===== src/rtl/cdta_pkg.sv =====
// ----------------------------------------------------------------------------
// cdta_pkg
// Shared constants and calendar helpers for the calendar date and time adder.
// ----------------------------------------------------------------------------
package cdta_pkg;

  // field widths
  localparam int YEAR_W   = 14;
  localparam int MONTH_W  = 4;
  localparam int DAY_W    = 5;
  localparam int HOUR_W   = 5;
  localparam int MINUTE_W = 6;

  // default width of the whole-hours field
  localparam int HOURS_WIDTH_DEF = 16;

  // calendar constants
  localparam int YEAR_MAX       = 9999;
  localparam int YEAR_SPAN      = 10000;
  localparam int YEAR_SKIP      = 400;
  localparam int DAYS_PER_400Y  = 146097;
  localparam int DAYS_PER_YEAR  = 365;
  localparam int DAYS_PER_LEAP  = 366;
  localparam int HOURS_PER_DAY  = 24;
  localparam int MIN_PER_HOUR   = 60;
  localparam int CENT_FACTOR    = 25;

  // month codes
  localparam logic [MONTH_W-1:0] MONTH_JAN = MONTH_W'(1);
  localparam logic [MONTH_W-1:0] MONTH_FEB = MONTH_W'(2);
  localparam logic [MONTH_W-1:0] MONTH_DEC = MONTH_W'(12);

  // reciprocal of 25 scaled by 2^20, exact for any 14-bit year
  localparam int RECIP25       = 41944;
  localparam int RECIP_W       = 16;
  localparam int RECIP_SHIFT   = 20;
  localparam int PROD_W        = YEAR_W + RECIP_W;
  localparam int QUOT25_W      = PROD_W - RECIP_SHIFT;

  // mod 25 remainder width
  localparam int R25_W = 5;

  // leap rule from the low year bits and the year mod 25
  function automatic logic is_leap(input logic [YEAR_W-1:0] year,
                                   input logic [R25_W-1:0] r25);
    logic div4;
    logic div16;
    div4  = (year[1:0] == 2'd0);
    div16 = (year[3:0] == 4'd0);
    return (div4 && (r25 != '0)) || (div16 && (r25 == '0));
  endfunction

  // days in a month, zero for a month code that names no month
  function automatic logic [DAY_W-1:0] month_len(input logic [MONTH_W-1:0] month,
                                                  input logic leap);
    logic [DAY_W-1:0] len;
    unique case (month)
      4'd1, 4'd3, 4'd5, 4'd7, 4'd8, 4'd10, 4'd12: len = DAY_W'(31);
      4'd4, 4'd6, 4'd9, 4'd11:                    len = DAY_W'(30);
      4'd2:                                        len = leap ? DAY_W'(29) : DAY_W'(28);
      default:                                     len = '0;
    endcase
    return len;
  endfunction

endpackage


===== src/rtl/calendar_date_time_adder.sv =====
// ----------------------------------------------------------------------------
// calendar_date_time_adder
// Adds a duration of whole hours plus minutes to a Gregorian date and time.
// One item is worked at a time; in_stall stays high from acceptance until
// its result is taken. An item passes through the setup steps (year mod 25, date
// check, reciprocal multiply for the split by 24, hour and day split), then
// through the calendar walk, one step per month crossed, per whole year
// skipped from January and per 400-year skip, plus a final step that sees
// the day fit its month, then waits in the output register until taken.
// A bad start date goes from the date check straight to the output register.
// Years wrap past 9999 to 0 and raise year_overflow; a 400-year skip wraps
// modulo 10000.
// ----------------------------------------------------------------------------
module calendar_date_time_adder #(
  parameter int HOURS_WIDTH = cdta_pkg::HOURS_WIDTH_DEF
) (
  input  logic                          clk,
  input  logic                          rst_n,
  // input channel
  input  logic                          in_valid,
  output logic                          in_stall,
  input  logic [cdta_pkg::YEAR_W-1:0]   in_start_year,
  input  logic [cdta_pkg::MONTH_W-1:0]  in_start_month,
  input  logic [cdta_pkg::DAY_W-1:0]    in_start_day,
  input  logic [cdta_pkg::HOUR_W-1:0]   in_start_hour,
  input  logic [cdta_pkg::MINUTE_W-1:0] in_start_minute,
  input  logic [cdta_pkg::MINUTE_W-1:0] in_add_minutes,
  input  logic [HOURS_WIDTH-1:0]        in_add_hours,
  // result channel
  output logic                          out_valid,
  input  logic                          out_stall,
  output logic [cdta_pkg::YEAR_W-1:0]   out_end_year,
  output logic [cdta_pkg::MONTH_W-1:0]  out_end_month,
  output logic [cdta_pkg::DAY_W-1:0]    out_end_day,
  output logic [cdta_pkg::HOUR_W-1:0]   out_end_hour,
  output logic [cdta_pkg::MINUTE_W-1:0] out_end_minute,
  output logic                          out_bad_date,
  output logic                          out_year_overflow
);

  localparam int YW  = cdta_pkg::YEAR_W;
  localparam int MW  = cdta_pkg::MONTH_W;
  localparam int DYW = cdta_pkg::DAY_W;
  localparam int HW  = cdta_pkg::HOUR_W;
  localparam int NW  = cdta_pkg::MINUTE_W;
  localparam int RW  = cdta_pkg::R25_W;
  // total hours and day count widths
  localparam int TW  = HOURS_WIDTH + 1;
  localparam int DW  = (TW > 18) ? TW : 18;
  // shared subtractor width, top bit is the borrow
  localparam int SW  = DW + 1;
  localparam int SUMW = NW + 1;
  // split by 24: total hours over 8, then times a reciprocal of 3
  localparam int QN       = TW - 3;
  localparam int QW       = TW - 4;
  localparam int R3_SHIFT = QN + 3;
  localparam int R3_W     = QN + 2;
  localparam longint unsigned RECIP3 = ((64'd1 << R3_SHIFT) + 64'd2) / 64'd3;
  // shared multiplier operand and product widths
  localparam int MA_W = (QN > YW) ? QN : YW;
  localparam int MB_W = (R3_W > cdta_pkg::RECIP_W) ? R3_W : cdta_pkg::RECIP_W;
  localparam int MULW = MA_W + MB_W;

  // sequencer codes
  localparam logic [2:0] S_IDLE  = 3'd0;
  localparam logic [2:0] S_MOD   = 3'd1;
  localparam logic [2:0] S_CHECK = 3'd2;
  localparam logic [2:0] S_DIV   = 3'd3;
  localparam logic [2:0] S_DAYS  = 3'd4;
  localparam logic [2:0] S_WALK  = 3'd5;
  localparam logic [2:0] S_DONE  = 3'd6;

  logic [2:0]                    state_r, state_nxt;
  logic [YW-1:0]                 year_r, year_nxt;
  logic [MW-1:0]                 month_r, month_nxt;
  logic [DW-1:0]                 dday_r, dday_nxt;
  logic [HW-1:0]                 hour_r, hour_nxt;
  logic [NW-1:0]                 minute_r, minute_nxt;
  logic [NW-1:0]                 amin_r, amin_nxt;
  logic [HOURS_WIDTH-1:0]        ahours_r, ahours_nxt;
  logic [MULW-1:0]               prod_r, prod_nxt;
  logic [RW-1:0]                 r25_r, r25_nxt;
  logic [TW-1:0]                 thr_r, thr_nxt;
  logic                          bad_r, bad_nxt;
  logic                          ovf_r, ovf_nxt;

  logic                          accept;
  logic                          leap;
  logic [DYW-1:0]                mlen;
  logic [8:0]                    ylen;
  logic [cdta_pkg::QUOT25_W-1:0] q25;
  logic [YW-1:0]                 q25x;
  logic [YW-1:0]                 r25_full;
  logic [SUMW-1:0]               tmin;
  logic [1:0]                    mcarry;
  logic [SUMW-1:0]               tmin_rem;
  logic [MA_W-1:0]               mul_a;
  logic [MB_W-1:0]               mul_b;
  logic [MULW-1:0]               mul_p;
  logic [QW-1:0]                 q_day;
  logic [TW-1:0]                 q24;
  logic [TW-1:0]                 hrem;
  logic [SW-1:0]                 sub_a, sub_b, sub_d;
  logic                          in_jan;
  logic                          skip_400;
  logic                          skip_year;
  logic [YW-1:0]                 year_400;
  logic [YW-1:0]                 year_step;
  logic [RW-1:0]                 r25_step;
  logic                          ovf_step;

  assign accept    = in_valid && !in_stall;
  assign in_stall  = (state_r != S_IDLE);
  assign out_valid = (state_r == S_DONE);

  // result fields come straight from the working registers
  assign out_end_year      = year_r;
  assign out_end_month     = month_r;
  assign out_end_day       = dday_r[DYW-1:0];
  assign out_end_hour      = hour_r;
  assign out_end_minute    = minute_r;
  assign out_bad_date      = bad_r;
  assign out_year_overflow = ovf_r;

  // shared multiplier: year reciprocal at accept, hours reciprocal afterwards
  always_comb begin
    if (state_r == S_IDLE) begin
      mul_a = MA_W'(in_start_year);
      mul_b = MB_W'(cdta_pkg::RECIP25);
    end else begin
      mul_a = MA_W'(thr_r[TW-1:3]);
      mul_b = MB_W'(RECIP3);
    end
  end
  assign mul_p = MULW'(mul_a) * MULW'(mul_b);

  // year mod 25 from the registered reciprocal product
  always_comb begin
    q25      = prod_r[cdta_pkg::PROD_W-1:cdta_pkg::RECIP_SHIFT];
    q25x     = (YW'(q25) << 4) + (YW'(q25) << 3) + YW'(q25);
    r25_full = year_r - q25x;
  end

  // whole days and leftover hours, 24 is 16 plus 8
  always_comb begin
    q_day = prod_r[R3_SHIFT+QW-1:R3_SHIFT];
    q24   = (TW'(q_day) << 4) + (TW'(q_day) << 3);
    hrem  = thr_r - q24;
  end

  // calendar facts for the current year and month
  assign leap = cdta_pkg::is_leap(year_r, r25_r);
  assign mlen = cdta_pkg::month_len(month_r, leap);
  assign ylen = leap ? 9'(cdta_pkg::DAYS_PER_LEAP) : 9'(cdta_pkg::DAYS_PER_YEAR);

  // minute sum and its carry into hours
  always_comb begin
    tmin = SUMW'(minute_r) + SUMW'(amin_r);
    if (tmin >= SUMW'(2 * cdta_pkg::MIN_PER_HOUR)) begin
      mcarry   = 2'd2;
      tmin_rem = tmin - SUMW'(2 * cdta_pkg::MIN_PER_HOUR);
    end else if (tmin >= SUMW'(cdta_pkg::MIN_PER_HOUR)) begin
      mcarry   = 2'd1;
      tmin_rem = tmin - SUMW'(cdta_pkg::MIN_PER_HOUR);
    end else begin
      mcarry   = 2'd0;
      tmin_rem = tmin;
    end
  end

  // walk branch selection
  assign in_jan    = (month_r == cdta_pkg::MONTH_JAN) && (year_r <= YW'(cdta_pkg::YEAR_MAX));
  assign skip_400  = in_jan && (dday_r > DW'(cdta_pkg::DAYS_PER_400Y));
  assign skip_year = in_jan && (dday_r > DW'(ylen));

  // shared subtractor: day count reduction
  assign sub_a = SW'(dday_r);
  always_comb begin
    priority if (skip_400) begin
      sub_b = SW'(cdta_pkg::DAYS_PER_400Y);
    end else if (skip_year) begin
      sub_b = SW'(ylen);
    end else begin
      sub_b = SW'(mlen);
    end
  end
  assign sub_d = sub_a - sub_b;

  // single year step with wrap
  always_comb begin
    if (year_r >= YW'(cdta_pkg::YEAR_MAX)) begin
      year_step = '0;
      r25_step  = '0;
      ovf_step  = 1'b1;
    end else begin
      year_step = year_r + YW'(1);
      r25_step  = (r25_r == RW'(cdta_pkg::CENT_FACTOR - 1)) ? '0 : r25_r + RW'(1);
      ovf_step  = ovf_r;
    end
  end

  // 400-year skip, wraps modulo 10000
  assign year_400 = year_r + YW'(cdta_pkg::YEAR_SKIP);

  // sequencer
  always_comb begin
    state_nxt  = state_r;
    year_nxt   = year_r;
    month_nxt  = month_r;
    dday_nxt   = dday_r;
    hour_nxt   = hour_r;
    minute_nxt = minute_r;
    amin_nxt   = amin_r;
    ahours_nxt = ahours_r;
    prod_nxt   = prod_r;
    r25_nxt    = r25_r;
    thr_nxt    = thr_r;
    bad_nxt    = bad_r;
    ovf_nxt    = ovf_r;
    unique case (state_r)
      S_IDLE: begin
        if (accept) begin
          year_nxt   = in_start_year;
          month_nxt  = in_start_month;
          dday_nxt   = DW'(in_start_day);
          hour_nxt   = in_start_hour;
          minute_nxt = in_start_minute;
          amin_nxt   = in_add_minutes;
          ahours_nxt = in_add_hours;
          prod_nxt   = mul_p;
          state_nxt  = S_MOD;
        end
      end
      S_MOD: begin
        r25_nxt   = r25_full[RW-1:0];
        state_nxt = S_CHECK;
      end
      S_CHECK: begin
        ovf_nxt = 1'b0;
        if ((month_r == '0) || (month_r > cdta_pkg::MONTH_DEC) ||
            (dday_r == '0) || (dday_r > DW'(mlen))) begin
          bad_nxt   = 1'b1;
          state_nxt = S_DONE;
        end else begin
          bad_nxt    = 1'b0;
          minute_nxt = tmin_rem[NW-1:0];
          thr_nxt    = TW'(hour_r) + TW'(ahours_r) + TW'(mcarry);
          state_nxt  = S_DIV;
        end
      end
      S_DIV: begin
        // total hours over 8 times the reciprocal of 3
        prod_nxt  = mul_p;
        state_nxt = S_DAYS;
      end
      S_DAYS: begin
        hour_nxt  = hrem[HW-1:0];
        dday_nxt  = dday_r + DW'(q_day);
        state_nxt = S_WALK;
      end
      S_WALK: begin
        priority if (dday_r <= DW'(mlen)) begin
          state_nxt = S_DONE;
        end else if (skip_400) begin
          dday_nxt = sub_d[DW-1:0];
          if (year_400 > YW'(cdta_pkg::YEAR_MAX)) begin
            year_nxt = year_400 - YW'(cdta_pkg::YEAR_SPAN);
            ovf_nxt  = 1'b1;
          end else begin
            year_nxt = year_400;
          end
        end else if (skip_year) begin
          dday_nxt = sub_d[DW-1:0];
          year_nxt = year_step;
          r25_nxt  = r25_step;
          ovf_nxt  = ovf_step;
        end else begin
          dday_nxt = sub_d[DW-1:0];
          if (month_r == cdta_pkg::MONTH_DEC) begin
            month_nxt = cdta_pkg::MONTH_JAN;
            year_nxt  = year_step;
            r25_nxt   = r25_step;
            ovf_nxt   = ovf_step;
          end else begin
            month_nxt = month_r + MW'(1);
          end
        end
      end
      S_DONE: begin
        if (!out_stall) begin
          state_nxt = S_IDLE;
        end
      end
      default: begin
        state_nxt = S_IDLE;
      end
    endcase
  end

  // control state
  always_ff @(posedge clk) begin
    if (!rst_n) begin
      state_r <= S_IDLE;
    end else begin
      state_r <= state_nxt;
    end
  end

  // working and result registers
  always_ff @(posedge clk) begin
    year_r   <= year_nxt;
    month_r  <= month_nxt;
    dday_r   <= dday_nxt;
    hour_r   <= hour_nxt;
    minute_r <= minute_nxt;
    amin_r   <= amin_nxt;
    ahours_r <= ahours_nxt;
    prod_r   <= prod_nxt;
    r25_r    <= r25_nxt;
    thr_r    <= thr_nxt;
    bad_r    <= bad_nxt;
    ovf_r    <= ovf_nxt;
  end

endmodule


===== config.mk =====
export PLATFORM = sky130hd
export DESIGN_NAME = calendar_date_time_adder
export DESIGN_NICKNAME = d
export VERILOG_FILES = /design/src/rtl/cdta_pkg.sv /design/src/rtl/calendar_date_time_adder.sv
export SDC_FILE = /design/constraint.sdc
export NUM_CORES = 1
export LEC_CHECK = 0
export BUFFER_PORTS_ARGS = -buffer_cell sky130_fd_sc_hd__buf_4
export CORE_MARGIN = 5
export CORE_UTILIZATION = 50
export DETAILED_ROUTE_END_ITERATION = 10
export PLACE_DENSITY = 0.68
export SYNTH_ARGS = -nofsm -noshare
export SYNTH_HDL_FRONTEND = slang
export SYNTH_SLANG_ARGS = --single-unit

===== constraint.sdc =====
create_clock -name clk -period 15.19 [get_ports clk]
set_clock_uncertainty 0.2 [all_clocks]
set_input_delay 0.7595 -clock clk [delete_from_list [all_inputs] [get_ports clk]]
set_output_delay 0.7595 -clock clk [all_outputs]
set_load 0.05 [all_outputs]

==> results.txt <==
The worst hold margin came out at 0.3685 ns. The flow ran to the end, and the final reports show no timing, DRC or antenna violations. The proportion of synthesized flip-flops having asynchronous set or reset is 0. Once layout is complete, the utilization of the core stands at 0.5525. The final count of pins violating max slew is 0.

The post-route DRC violation count came out at 0. In this run the remaining antenna-violating nets after routing total 0. The min-delay analysis places its worst path in the category in -> reg. The count of hold buffers inserted by post-cts repair came out at 0.

The clock latency of the later-clocked register in the worst-skew pair came out at 0.37 ns. The fill cell instance count of the final layout came out at 2309. The max-cap violation count came out at 0. The fraction of final layout cells with drive strength greater than 1 came out at 0.1000.

Ranked by total cell area, the synthesized netlist is headed by edfxtp_1, ha_1, fa_1. The arrival time at the worst endpoint is 7.38 ns. The total of endpoints with negative setup slack in the final report came out at 0. The total negative slack is 0 ns. Measured along the x axis, the die boundary spans 171.0 microns. The via count of the first global-routing pass is 9948.

The number of nets at the end of the flow is 1782. The via count of the routed design came out at 9852. The H-tree generated during clock tree synthesis spans 3 levels.

Setup repair after global routing left no endpoint under its margin. The growth of design area from synthesis to finish is 9.838%. The achievable frequency came out at 0.1340 GHz.

The worst pin sits at a relative slew slack of 0.3253. The count of input and output buffers came out at 97. The wire length per cell after detailed routing came out at 17.80 microns.

The ratio of final minimum period to clock period is 0.4914. The initial antenna violation count is 0. The overflow left after global routing came out at 0.

The total placed instance area is 13940 sq um. The count of cell types in the netlist is 84. The mapped netlist covers 12960 sq um. The critical path endpoint category is a register. CTS placed an instance of clkbuf_16 at the clock tree root. The combined global-route utilization of all metal layers came out at 0.2194. The count of state elements after synthesis is 109. The final design instance area without fill came out at 14230 sq um. The post-CTS setup repair buffer count came out at 0.

The share of the synthesized area in the top cell type is 0.2456. The deepest clock path buffer count is 2. The CTS clock-pin slew for the worst setup and hold paths came out at 0.08 ns. In the routed layout, each cell is associated on average with a via count of 5.582.

The routed design could run at a clock period as short as 7.465 ns. The number of cells upsized or downsized after cts is 0. The global placement routability congestion came out at 0.9329. By startpoint and endpoint, the worst setup path is classified as reg -> reg. The critical path required time came out at 15.11 ns.

The height of the die is 171.0 microns. The total count of hold-check failures in the final report was 0. The initial detailed-routing violation count is 793.

The transition time at the pin with the least slew margin came out at 1.008 ns. Of all nets on the critical path, the largest fanout is 18. For this run, the leading register cell type out of synthesis is edfxtp_1. The number of CTS-inserted buffers is 9.

Entering global routing, the biggest net connects 44 pins. In this run the count of I/O pins placed on the die edge is 98. STA classifies the critical path startpoint as a register. The core region area is 25760 sq um. TritonCTS built the clock tree. The wire length after detailed routing came out at 31420 microns. Counting flops with a built-in enable in the synthesized netlist gives 106. The sequential-to-total area share from yosys stat is 0.2502. After technology mapping, the gate count stands at 1353.

The starting density of the core came out at 0.5030. After legalization and detailed placement, the total HPWL measured 25910 microns. The wire length of the first global-routing pass is 51050 microns. Counting every net in the synthesized netlist gives 1710. The number of clock sinks came out at 109. The synthesized design spends more area on one cell type than any other, namely edfxtp_1. The length of the first detailed-routing pass in iterations came out at 5. The floorplan row count came out at 59.

The antenna diode instance count came out at 0. The count of warnings emitted by yosys came out at 0. The floorplan die area came out at 29240 sq um. The synthesized area per cell is 9.579 sq um.
==> layer usage <==
layer | up-vias | GRT usage | part of all wire | wire [microns]
li1 | 4774 | - | - | -
met1 | 4757 | 0.2912 | 0.44 | 13800
met2 | 290 | 0.3821 | 0.49 | 15420
met3 | 31 | 0.03443 | 0.054 | 1706
met4 | 0 | 0.04547 | 0.016 | 499
met5 | - | 0 | 0 | 0
==> cell families (layout without fill, tap and decap cells) <==
| kind of cell | after synthesis | count (layout) | share of synthesized area |
|---|---|---|---|
| buffers and inverters | 240 | 317 | 0.07414 |
| and+or+nand+nor | 350 | 350 | 0.1281 |
| adders and majority gates | 297 | 297 | 0.3487 |
| muxes | 7 | 7 | 0.005600 |
| DFF | 109 | 109 | 0.2502 |
| AOI/OAI and AO/OA | 253 | 253 | 0.1276 |
| xor gates and xnor gates | 97 | 97 | 0.06555 |
==> final timing paths <==
check,start,to,slack [ns],depth (start not counted)
hold / removal,in_add_hours[0],ahours_r[0],0.37,1
setup / recovery,state_r[1],prod_r[27],7.73,22
hold reg to reg,thr_r[2],out_end_hour[2],0.39,1
setup reg to reg,state_r[1],prod_r[27],7.73,22
==> cell usage in the layout (no fill, tap or decap), types with 4 or more instances in the layout <==
cell | netlist | routed
o22ai_1 | 7 | 7
or2_2 | 6 | 6
a22o_1 | 4 | 4
nor2b_1 | 9 | 9
a211oi_1 | 9 | 9
nand4_1 | 17 | 17
and3_1 | 8 | 8
ha_1 | 190 | 190
a21oi_1 | 67 | 67
edfxtp_1 | 106 | 106
and2_1 | 11 | 11
inv_1 | 199 | 199
mux2i_1 | 5 | 5
nor2_1 | 73 | 73
o211ai_1 | 6 | 6
nand2_1 | 134 | 134
nor3_1 | 25 | 24
buf_4 | 7 | 102
or3_1 | 5 | 5
xor2_1 | 40 | 40
nand2b_1 | 16 | 16
o21ai_1 | 7 | 7
nor3b_1 | 6 | 6
a21o_1 | 19 | 19
fa_1 | 107 | 107
a31oi_1 | 9 | 9
xnor2_1 | 57 | 57
o31ai_1 | 4 | 4
o21a_1 | 12 | 12
o21ai_0 | 62 | 62
clkbuf_16 | 0 | 9
nand3_1 | 22 | 22
==> Yosys cell counts, drive strengths merged (4+ instances only) <==
| library cell | number |
|---|---|
| o21a | 12 |
| o41ai | 5 |
| nand2b | 16 |
| nor3 | 25 |
| clkbuf | 19 |
| a31oi | 9 |
| ha | 190 |
| a21oi | 68 |
| inv | 199 |
| or3 | 5 |
| nor2 | 74 |
| and3 | 8 |
| nor2b | 9 |
| xor2 | 40 |
| nand2 | 134 |
| edfxtp | 106 |
| a22o | 4 |
| mux2i | 5 |
| a21o | 20 |
| buf | 22 |
| nand3 | 22 |
| o211ai | 8 |
| o21ai | 69 |
| and2 | 13 |
| nand4 | 18 |
| nor3b | 6 |
| xnor2 | 57 |
| o31ai | 5 |
| o22ai | 7 |
| fa | 107 |
| a211oi | 11 |
| or2 | 8 |
==> registers in the layout, summed over array words and instances, names as in the netlist <==
register,flops
out_bad_date,1
out_end_month,4
out_end_year,14
r25_r,5
thr_r,17
out_end_hour,5
out_year_overflow,1
out_end_minute,6
state_r,3
ahours_r,16
amin_r,6
prod_r,13
dday_r,18
==> worst max-delay path: stages, from the launching register on <==
cell and delay, ns:
dfxtp_1 0.72, nor3_2 0.09, buf_4 0.24, inv_1 0.37, nand2_1 0.19, nand2_1 0.16
inv_1 0.13, fa_1 0.51, fa_1 0.50, inv_1 0.06, fa_1 0.52, fa_1 0.52
fa_1 0.60, fa_1 0.44, ha_1 0.36, a21o_1 0.17, a31o_2 0.22, nand2b_1 0.14
o21a_1 0.19, o21ai_1 0.32, o221ai_1 0.25, a21oi_1 0.22, xnor2_1 0.08
==> area by class of cell <==
type	instances	area (sq um)	area share
clock buffers	11	232.7	0.01635
clock inverters	5	60.06	0.004219
inverters	199	747.0	0.05247
multi-input cells	1004	8767	0.6159
flip-flops and latches	109	3243	0.2278
well taps	335	419.2	0.02945
repair buffers	102	765.7	0.05379
==> stage by stage <==
stage / setup slack, ns / cells
2_1_floorplan: 8.115 / 1353
3_3_place_gp: 7.928 / 1749
3_5_place_dp: 7.819 / 1749
4_1_cts: 7.746 / 1765
5_1_grt: 7.287 / 1765
6_report: 7.725 / 1765
Power is left out: the tool's default activity adds up to more than one toggle a clock period on the data nets, which glitch-free logic cannot reach.
